**config.mk**
```make
export PLATFORM = sky130hd
export DESIGN_NAME = rgb_to_hsv_convert_core
export DESIGN_NICKNAME = d
export VERILOG_FILES = /design/src/hdl/rgbhsv_pkg.sv /design/src/hdl/rgbhsv_front.sv /design/src/hdl/rgbhsv_fifo.sv /design/src/hdl/rgbhsv_back.sv /design/src/hdl/rgb_to_hsv_convert_core.sv
export SDC_FILE = /design/constraint.sdc
export NUM_CORES = 2
export LEC_CHECK = 0
export BUFFER_PORTS_ARGS = -buffer_cell sky130_fd_sc_hd__buf_2
export CAP_MARGIN = 20
export CORE_ASPECT_RATIO = 1.5
export CORE_MARGIN = 2
export CORE_UTILIZATION = 31
export DETAILED_ROUTE_END_ITERATION = 8
export GPL_TIMING_DRIVEN = 0
export SLEW_MARGIN = 15
export SYNTH_ARGS = -nofsm -noshare
export SYNTH_HDL_FRONTEND = slang
export SYNTH_SLANG_ARGS = --single-unit
```
**constraint.sdc**
```tcl
create_clock -name clk -period 56.1 [get_ports clk]
set_input_delay 0 -clock clk [delete_from_list [all_inputs] [get_ports clk]]
set_output_delay 0 -clock clk [all_outputs]
set_load 0.02 [all_outputs]
```
**src/hdl/rgbhsv_pkg.sv**
```systemverilog
// Shared types and constants of the RGB to HSV conversion core.
// No dependencies.
package rgbhsv_pkg;

    // Saturation is always Q0.16.
    localparam int SAT_BITS = 16;

    // Entries in the queue between classifier and divider pipeline.
    localparam int QUEUE_DEPTH = 4;

    // Hue offset in sixths of a turn, chosen by the classifier.
    typedef enum logic [1:0] {
        SECT_ZERO,  // red largest, green >= blue
        SECT_TWO,   // green largest
        SECT_FOUR,  // blue largest
        SECT_SIX    // red largest, green < blue
    } hue_sector_t;

endpackage

```
**src/hdl/rgbhsv_front.sv**
```systemverilog
// Classifier stage: finds largest/smallest channel and the hue sector.
// Depends on rgbhsv_pkg.
module rgbhsv_front
    import rgbhsv_pkg::*;
#(
    parameter int CHANNEL_BITS = 16
) (
    input  logic                    clk,
    input  logic                    rst_n,
    input  logic                    in_valid,
    output logic                    in_ready,
    input  logic [CHANNEL_BITS-1:0] red,
    input  logic [CHANNEL_BITS-1:0] green,
    input  logic [CHANNEL_BITS-1:0] blue,
    output logic                    out_valid,
    input  logic                    out_ready,
    output logic [CHANNEL_BITS-1:0] vmax,
    output logic [CHANNEL_BITS-1:0] vmin,
    output logic [CHANNEL_BITS-1:0] pos,
    output logic [CHANNEL_BITS-1:0] neg,
    output hue_sector_t             sector
);

    logic                    valid_reg;
    logic [CHANNEL_BITS-1:0] vmax_reg, vmax_next;
    logic [CHANNEL_BITS-1:0] vmin_reg, vmin_next;
    logic [CHANNEL_BITS-1:0] pos_reg, pos_next;
    logic [CHANNEL_BITS-1:0] neg_reg, neg_next;
    hue_sector_t             sector_reg, sector_next;
    logic                    ge_gb, ge_rg, ge_rb;
    logic                    load;

    assign load     = !valid_reg || out_ready;
    assign in_ready = load;

    // Three compares in parallel, then selection.
    always_comb
    begin
        ge_gb = (green >= blue);
        ge_rg = (red >= green);
        ge_rb = (red >= blue);
        priority if (ge_gb ? ge_rg : ge_rb)
        begin
            // red wins ties against both
            vmax_next   = red;
            vmin_next   = ge_gb ? blue : green;
            pos_next    = green;
            neg_next    = blue;
            sector_next = ge_gb ? SECT_ZERO : SECT_SIX;
        end
        else if (ge_gb)
        begin
            vmax_next   = green;
            vmin_next   = ge_rb ? blue : red;
            pos_next    = blue;
            neg_next    = red;
            sector_next = SECT_TWO;
        end
        else
        begin
            vmax_next   = blue;
            vmin_next   = ge_rg ? green : red;
            pos_next    = red;
            neg_next    = green;
            sector_next = SECT_FOUR;
        end
    end

    always_ff @(posedge clk or negedge rst_n)
    begin
        if (!rst_n)
            valid_reg <= 1'b0;
        else if (load)
            valid_reg <= in_valid;
    end

    always_ff @(posedge clk)
    begin
        if (load && in_valid)
        begin
            vmax_reg   <= vmax_next;
            vmin_reg   <= vmin_next;
            pos_reg    <= pos_next;
            neg_reg    <= neg_next;
            sector_reg <= sector_next;
        end
    end

    assign out_valid = valid_reg;
    assign vmax      = vmax_reg;
    assign vmin      = vmin_reg;
    assign pos       = pos_reg;
    assign neg       = neg_reg;
    assign sector    = sector_reg;

endmodule

```
**src/hdl/rgbhsv_fifo.sv**
```systemverilog
// Small register queue decoupling classifier and divider pipeline.
// No dependencies; DEPTH must be a power of two.
module rgbhsv_fifo #(
    parameter int WIDTH = 66,
    parameter int DEPTH = 4
) (
    input  logic             clk,
    input  logic             rst_n,
    input  logic             push_valid,
    output logic             push_ready,
    input  logic [WIDTH-1:0] push_data,
    output logic             pop_valid,
    input  logic             pop_ready,
    output logic [WIDTH-1:0] pop_data
);

    localparam int PTR_W = (DEPTH > 1) ? $clog2(DEPTH) : 1;
    localparam int CNT_W = $clog2(DEPTH + 1);

    logic [WIDTH-1:0] mem_reg [DEPTH];
    logic [PTR_W-1:0] wr_ptr_reg;
    logic [PTR_W-1:0] rd_ptr_reg;
    logic [CNT_W-1:0] count_reg, count_next;
    logic             do_push, do_pop;

    assign push_ready = (count_reg != CNT_W'(DEPTH));
    assign pop_valid  = (count_reg != '0);
    assign do_push    = push_valid && push_ready;
    assign do_pop     = pop_valid && pop_ready;
    assign pop_data   = mem_reg[rd_ptr_reg];

    always_comb
    begin
        count_next = count_reg;
        if (do_push && !do_pop)
            count_next = count_reg + CNT_W'(1);
        else if (do_pop && !do_push)
            count_next = count_reg - CNT_W'(1);
    end

    always_ff @(posedge clk or negedge rst_n)
    begin
        if (!rst_n)
        begin
            wr_ptr_reg <= '0;
            rd_ptr_reg <= '0;
            count_reg  <= '0;
        end
        else
        begin
            if (do_push)
                wr_ptr_reg <= wr_ptr_reg + PTR_W'(1);
            if (do_pop)
                rd_ptr_reg <= rd_ptr_reg + PTR_W'(1);
            count_reg <= count_next;
        end
    end

    always_ff @(posedge clk)
    begin
        if (do_push)
            mem_reg[wr_ptr_reg] <= push_data;
    end

endmodule

```
**src/hdl/rgbhsv_back.sv**
```systemverilog
// Divider pipeline: chroma, hue numerator, then one quotient bit per stage
// for hue and saturation in lockstep. Depends on rgbhsv_pkg.
module rgbhsv_back
    import rgbhsv_pkg::*;
#(
    parameter int CHANNEL_BITS = 16,
    parameter int HUE_BITS     = 16
) (
    input  logic                    clk,
    input  logic                    rst_n,
    input  logic                    in_valid,
    output logic                    in_ready,
    input  logic [CHANNEL_BITS-1:0] vmax,
    input  logic [CHANNEL_BITS-1:0] vmin,
    input  logic [CHANNEL_BITS-1:0] pos,
    input  logic [CHANNEL_BITS-1:0] neg,
    input  hue_sector_t             sector,
    output logic                    out_valid,
    input  logic                    out_ready,
    output logic [HUE_BITS-1:0]     hue,
    output logic [SAT_BITS-1:0]     saturation,
    output logic [CHANNEL_BITS-1:0] brightness
);

    localparam int STAGES = (HUE_BITS > SAT_BITS) ? HUE_BITS : SAT_BITS;
    localparam int HW     = CHANNEL_BITS + 3;   // holds 6 * chroma
    localparam int CW     = CHANNEL_BITS;

    // Restoring step: remainder stays below the divisor, quotient shifts in.
    function automatic logic [HW+HUE_BITS-1:0] hue_step(
        input logic [HW-1:0]       rem,
        input logic [HW-1:0]       d,
        input logic [HUE_BITS-1:0] q
    );
        logic [HW:0] t;
        begin
            t = {rem, 1'b0};
            if (t >= {1'b0, d})
                hue_step = {HW'(t - {1'b0, d}), q[HUE_BITS-2:0], 1'b1};
            else
                hue_step = {t[HW-1:0], q[HUE_BITS-2:0], 1'b0};
        end
    endfunction

    // Remainder starting equal to the divisor gives all ones: full saturation.
    function automatic logic [CW+SAT_BITS-1:0] sat_step(
        input logic [CW-1:0]       rem,
        input logic [CW-1:0]       d,
        input logic [SAT_BITS-1:0] q
    );
        logic [CW:0] t;
        begin
            t = {rem, 1'b0};
            if (t >= {1'b0, d})
                sat_step = {CW'(t - {1'b0, d}), q[SAT_BITS-2:0], 1'b1};
            else
                sat_step = {t[CW-1:0], q[SAT_BITS-2:0], 1'b0};
        end
    endfunction

    logic en;

    // pre-stage: chroma and signed channel difference
    logic                p0_valid_reg;
    logic [CW-1:0]       p0_vmax_reg;
    logic [CW-1:0]       p0_chroma_reg;
    logic [CW:0]         p0_diff_reg;
    hue_sector_t         p0_sector_reg;

    // divider stages, index 0 is the loaded operand set
    logic [STAGES:0]     valid_reg;
    logic [HW-1:0]       hrem_reg   [STAGES+1];
    logic [HW-1:0]       hd_reg     [STAGES+1];
    logic [HUE_BITS-1:0] hq_reg     [STAGES+1];
    logic [CW-1:0]       srem_reg   [STAGES+1];
    logic [CW-1:0]       sd_reg     [STAGES+1];
    logic [SAT_BITS-1:0] sq_reg     [STAGES+1];
    logic [CW-1:0]       bright_reg [STAGES+1];

    logic [HW-1:0]       c3;
    logic [HW-1:0]       six_c;
    logic [HW-1:0]       offset;
    logic [HW-1:0]       hrem_next;
    logic [HW-1:0]       hd_next;
    logic [CW-1:0]       sd_next;

    assign en       = !valid_reg[STAGES] || out_ready;
    assign in_ready = en;

    // Hue numerator over 6*chroma lies in [0, 6*chroma); mod arithmetic is exact.
    always_comb
    begin
        c3    = {3'b000, p0_chroma_reg};
        six_c = (c3 << 2) + (c3 << 1);
        unique case (p0_sector_reg)
            SECT_ZERO: offset = '0;
            SECT_TWO:  offset = c3 << 1;
            SECT_FOUR: offset = c3 << 2;
            SECT_SIX:  offset = six_c;
        endcase
        hrem_next = offset + {{2{p0_diff_reg[CW]}}, p0_diff_reg};
        // grey pixel / black pixel: an all-ones divisor keeps the quotient at 0
        hd_next   = (p0_chroma_reg == '0) ? '1 : six_c;
        sd_next   = (p0_vmax_reg == '0) ? '1 : p0_vmax_reg;
    end

    always_ff @(posedge clk or negedge rst_n)
    begin
        if (!rst_n)
        begin
            p0_valid_reg <= 1'b0;
            valid_reg    <= '0;
        end
        else if (en)
        begin
            p0_valid_reg <= in_valid;
            valid_reg    <= {valid_reg[STAGES-1:0], p0_valid_reg};
        end
    end

    always_ff @(posedge clk)
    begin
        if (en)
        begin
            p0_vmax_reg   <= vmax;
            p0_chroma_reg <= vmax - vmin;
            p0_diff_reg   <= {1'b0, pos} - {1'b0, neg};
            p0_sector_reg <= sector;

            hrem_reg[0]   <= hrem_next;
            hd_reg[0]     <= hd_next;
            hq_reg[0]     <= '0;
            srem_reg[0]   <= p0_chroma_reg;
            sd_reg[0]     <= sd_next;
            sq_reg[0]     <= '0;
            bright_reg[0] <= p0_vmax_reg;

            for (int k = 0; k < STAGES; k++)
            begin
                if (k < HUE_BITS)
                    {hrem_reg[k+1], hq_reg[k+1]} <= hue_step(hrem_reg[k], hd_reg[k],
                                                             hq_reg[k]);
                else
                begin
                    hrem_reg[k+1] <= hrem_reg[k];
                    hq_reg[k+1]   <= hq_reg[k];
                end
                if (k < SAT_BITS)
                    {srem_reg[k+1], sq_reg[k+1]} <= sat_step(srem_reg[k], sd_reg[k],
                                                             sq_reg[k]);
                else
                begin
                    srem_reg[k+1] <= srem_reg[k];
                    sq_reg[k+1]   <= sq_reg[k];
                end
                hd_reg[k+1]     <= hd_reg[k];
                sd_reg[k+1]     <= sd_reg[k];
                bright_reg[k+1] <= bright_reg[k];
            end
        end
    end

    assign out_valid  = valid_reg[STAGES];
    assign hue        = hq_reg[STAGES];
    assign saturation = sq_reg[STAGES];
    assign brightness = bright_reg[STAGES];

endmodule

```
**src/hdl/rgb_to_hsv_convert_core.sv**
```systemverilog
// Top level of the RGB to HSV conversion core.
// Depends on rgbhsv_pkg, rgbhsv_front, rgbhsv_fifo and rgbhsv_back.
//
// Converts one RGB pixel per clock into hue, saturation and brightness.
// Brightness is the largest channel (red wins all ties, green wins over
// blue), saturation is chroma/brightness in Q0.16 clipped to all ones, and
// hue is the truncated fraction of a full turn in Q0.HUE_BITS; a grey or
// black pixel gives hue 0, a black pixel saturation 0. Throughput is one
// item per cycle whenever hsv_ready is high. A pixel passes the classifier
// register, the queue, the operand stages and the divider pipeline, which
// retires one quotient bit per stage for hue and saturation side by side.
// A four-entry queue sits between the classifier and the divider pipeline,
// so pixels keep flowing into the front while a stalled output holds the
// back, and the last stage doubles as the output register. No state links
// pixels; there is no configuration.
module rgb_to_hsv_convert_core
    import rgbhsv_pkg::*;
#(
    parameter int CHANNEL_BITS = 16,
    parameter int HUE_BITS     = 16
) (
    input  logic                    clk,
    input  logic                    rst_n,
    input  logic                    pixel_valid,
    output logic                    pixel_ready,
    input  logic [CHANNEL_BITS-1:0] red,
    input  logic [CHANNEL_BITS-1:0] green,
    input  logic [CHANNEL_BITS-1:0] blue,
    output logic                    hsv_valid,
    input  logic                    hsv_ready,
    output logic [HUE_BITS-1:0]     hue,
    output logic [SAT_BITS-1:0]     saturation,
    output logic [CHANNEL_BITS-1:0] brightness
);

    // queue word: vmax, vmin, pos, neg, sector
    localparam int QW = 4 * CHANNEL_BITS + 2;

    logic                    f_valid, f_ready;
    logic [CHANNEL_BITS-1:0] f_vmax, f_vmin, f_pos, f_neg;
    hue_sector_t             f_sector;

    logic                    q_valid, q_ready;
    logic [QW-1:0]           q_data;

    // classify each pixel: extremes, difference operands, hue sector
    rgbhsv_front #(
        .CHANNEL_BITS(CHANNEL_BITS)
    ) u_front (
        .clk       (clk),
        .rst_n     (rst_n),
        .in_valid  (pixel_valid),
        .in_ready  (pixel_ready),
        .red       (red),
        .green     (green),
        .blue      (blue),
        .out_valid (f_valid),
        .out_ready (f_ready),
        .vmax      (f_vmax),
        .vmin      (f_vmin),
        .pos       (f_pos),
        .neg       (f_neg),
        .sector    (f_sector)
    );

    // decoupling queue
    rgbhsv_fifo #(
        .WIDTH(QW),
        .DEPTH(QUEUE_DEPTH)
    ) u_queue (
        .clk        (clk),
        .rst_n      (rst_n),
        .push_valid (f_valid),
        .push_ready (f_ready),
        .push_data  ({f_vmax, f_vmin, f_pos, f_neg, f_sector}),
        .pop_valid  (q_valid),
        .pop_ready  (q_ready),
        .pop_data   (q_data)
    );

    // two bit-per-stage dividers in lockstep
    rgbhsv_back #(
        .CHANNEL_BITS(CHANNEL_BITS),
        .HUE_BITS    (HUE_BITS)
    ) u_back (
        .clk        (clk),
        .rst_n      (rst_n),
        .in_valid   (q_valid),
        .in_ready   (q_ready),
        .vmax       (q_data[QW-1 -: CHANNEL_BITS]),
        .vmin       (q_data[QW-1-CHANNEL_BITS -: CHANNEL_BITS]),
        .pos        (q_data[QW-1-2*CHANNEL_BITS -: CHANNEL_BITS]),
        .neg        (q_data[QW-1-3*CHANNEL_BITS -: CHANNEL_BITS]),
        .sector     (hue_sector_t'(q_data[1:0])),
        .out_valid  (hsv_valid),
        .out_ready  (hsv_ready),
        .hue        (hue),
        .saturation (saturation),
        .brightness (brightness)
    );

endmodule

```
==> results.tsv <==
stage	metric	value	unit
placement	post-place-cells	12500	
yosys	synth_area	104000	um^2
critical_path	required	56.72	ns
floorplan	core-area	334000	um^2
cts	insertion_delay	0.89	ns
yosys	syn-num-nets	8673	
floorplan	rows	260	
sta	rsz0062_at_grt	false	
layout	final_common_cell	edfxtp_1	
sta	setup_viol	0	
yosys	synthCells	7902	
cts	clk_pin_slew	0.06	ns
floorplan	dieArea	340000	um^2
sta	finalCritPeriodShare	9.40	%
layout	area_growth	14.2	%
global_route	overflow	0	
sta	slew_headroom	9.87	%
floorplan	ios	102	
floorplan	die_h	713	um
routing	avgRoutedWirePerCell	17.6	um
cts	h-tree-depth	4	
placement	place_hpwl	175	mm
sta	tightest_slew	1.32	ns
sta	hold_viol	0	
routing	firstDrtPassIters	7	
routing	initialDrtViolationCount	2870	
global_route	antenna_found_initial	2	
yosys	synth.distinct_cells	97	
cts	root_buffer	clkbuf_16	
yosys	synth_edf_count	2045	
floorplan	die_w	477	um
cts	hold_buffers	88	
yosys	async_flop_share	1.26	%
pwr	p_comb_share	48.0	%
yosys	avgSynthCellArea	13.1	um^2
pwr	clkPwrFrac	17.0	%
sta	fmax	0.190	GHz
routing	drc	0	
routing	wl	228	mm
yosys	synth_warnings	0	
cts	cts_buffers	212	
sta	layout_setup_ws	50.83	ns
cts	cts_sinks	2071	
yosys	synth_top_flop_cell	edfxtp_1	
sta	finalClockSkew	0.0711	ns
routing	num_vias	61900	
layout	drive_above_1_share	12.3	%
global_route	grt_usage	13.1	%
pwr	ir_worst_vdd	0.0272	mV
pwr	seqPwrFrac	34.9	%
global_route	grt_pass1_wl	354	mm
critical_path	cp_max_fo	4	
critical_path	start_kind	register	
cts	tritoncts	yes	
pwr	power_density	68.3	nW/um^2
yosys	synth_largest_area_cell	edfxtp_1	
yosys	yosys.area.top_type_share	59.1	%
min_path	hold_path.class	in -> reg	
global_route	grt_max_degree	64	
sta	final-max-slew-violation-count	0	
outcome	status	finished clean	
cts	cts_max_path_buffers	4	
run	maxCapViolCount	0	
placement	io_buffer_count	101	
pwr	p_int	5.06	mW
critical_path	crit_type	reg -> reg	
cts	post-cts-setup-buffer-count	0	
yosys	synth_area_leaders	edfxtp_1 (59%), ha_1 (8.2%), mux2_2 (3.7%), inv_1 (3.1%), xnor2_1 (2.4%)	
sta	setup-tns-final	0	ns
sta	period_needed	5.27	ns
pwr	switchingPower	3.04	mW
yosys	seq_area_frac_synth	59.8	%
critical_path	endpoint_kind	register	
placement	gp_congestion	0.946	
global_route	grt_pass1_vias	66600	
cts	cts_resized	0	
critical_path	crit_arrival	5.89	ns
layout	finish.utilization	35.5	%
layout	final_cell_mix	edfxtp_1 (2045), inv_1 (850), ha_1 (684), a21oi_1 (465), nor2_1 (412)	
yosys	synth_seq_cells	2071	
pwr	p_sw_share	37.5	%
pwr	p_leak	46.1	nW
placement	dp_slack	50.80	ns
floorplan	initial_core_util	31.1	%
layout	fin_cells	13000	
layout	nets	9118	
routing	ant_nets	0	
routing	avgViaCountPerCell	4.77	
cells in the mapped netlist (all sizes together), types with 41 or more instances:
cell type,number
edfxtp,2045
inv,853
ha,684
a21oi,468
nor2,417
o21ai,403
mux2,361
nand2,351
xnor2,285
a21o,226
xor2,138
buf,117
o21a,116
nand2b,106
nor2b,105
nor3,83
nand3,79
clkbuf,75
mux2i,66
mux4,66
a31oi,59
nand4,58
o32ai,50
a211oi,47
o21bai,45
a21boi,44
and2,41
per-stage QoR:
stage	hold WS [ns]	cell area [um^2]	power, mW
5_1_grt	0.122	119000	8.68
2_1_floorplan	-0.296	104000	6.12
6_report	0.108	119000	8.10
4_1_cts	0.0157	119000	8.17
3_5_place_dp	0.0751	111000	6.74
3_3_place_gp	0.0537	110000	7.23
critical path, stage by stage (launching register included):
cell	delay (ns)
edfxtp_1	0.68
ha_1	0.37
fa_1	0.41
a21o_1	0.20
a21oi_1	0.29
o21ai_0	0.21
a31oi_1	0.33
a21oi_1	0.25
xnor2_1	0.28
o221ai_1	0.15
ha_1	0.34
nand3_1	0.10
nor2_1	0.14
nand3_1	0.09
o31ai_1	0.52
nand2b_1	0.15
mux2i_1	0.17
o221ai_1	0.14
xor2_1	0.18
cell families (layout without fill, tap and decap cells):
logic type               count (synthesis)  in the layout  share of synthesized area (%)
AO/OA/AOI/OAI                         1748           1748                           11.0
other                                    0              1                              0
multiplexers                           493            493                           6.03
buffers and inverters                 1045           1653                           4.13
AND/OR/NAND/NOR                       1403           1403                           6.60
adder cells (fa/ha/maj)                719            719                           8.92
XOR/XNOR                               423            423                           3.57
flip-flops                            2071           2071                           59.8
path summary, 6_finish.rpt:
check | start | to | slack [ns] | depth (start not counted)
max | u_back.p0_chroma_reg[0] | u_back.hrem_reg[322] | 50.83 | 18
min | red[15] | u_front.vmin[15] | 0.11 | 4
max reg2reg | u_back.p0_chroma_reg[0] | u_back.hrem_reg[322] | 50.83 | 18
min reg2reg | u_back.hq_reg[28] | u_back.hue[13] | 0.39 | 0
max in group asynchronous | rst_n | u_back.valid_reg[8] | 55.75 | 4
min in group asynchronous | rst_n | u_queue.rd_ptr_reg[1] | 0.19 | 4
final cells by class:
class | count | area [um^2]
fill | 32000 | 215000
sequential | 2071 | 62100
multi-input combinational | 4786 | 37500
tap | 4454 | 5570
clock buffer | 242 | 5440
inverter | 853 | 3200
timing repair buffer | 231 | 2420
clock inverter | 135 | 1310
buffer | 192 | 1090
antenna | 1 | 2.50
routing by layer:
metal  vias to the layer above  GRT usage [%]  part of all wire (%)
met5                         -              0                     0
met4                         0           9.86                   8.4
met3                       714           1.78                   2.9
met2                      1187           27.3                    58
met1                     29800           10.7                    31
li1                      30100              -                     -
power groups by stage:
stage,combinational [mW],sequential (mW),clock (mW)
2_1_floorplan,2.96,3.16,0
3_3_place_gp,3.76,3.46,0
6_report,3.89,2.83,1.38
3_5_place_dp,3.87,2.86,0
5_1_grt,4.31,2.88,1.48
4_1_cts,3.91,2.83,1.43
No activity file was read; power rests on OpenSTA's default activity.
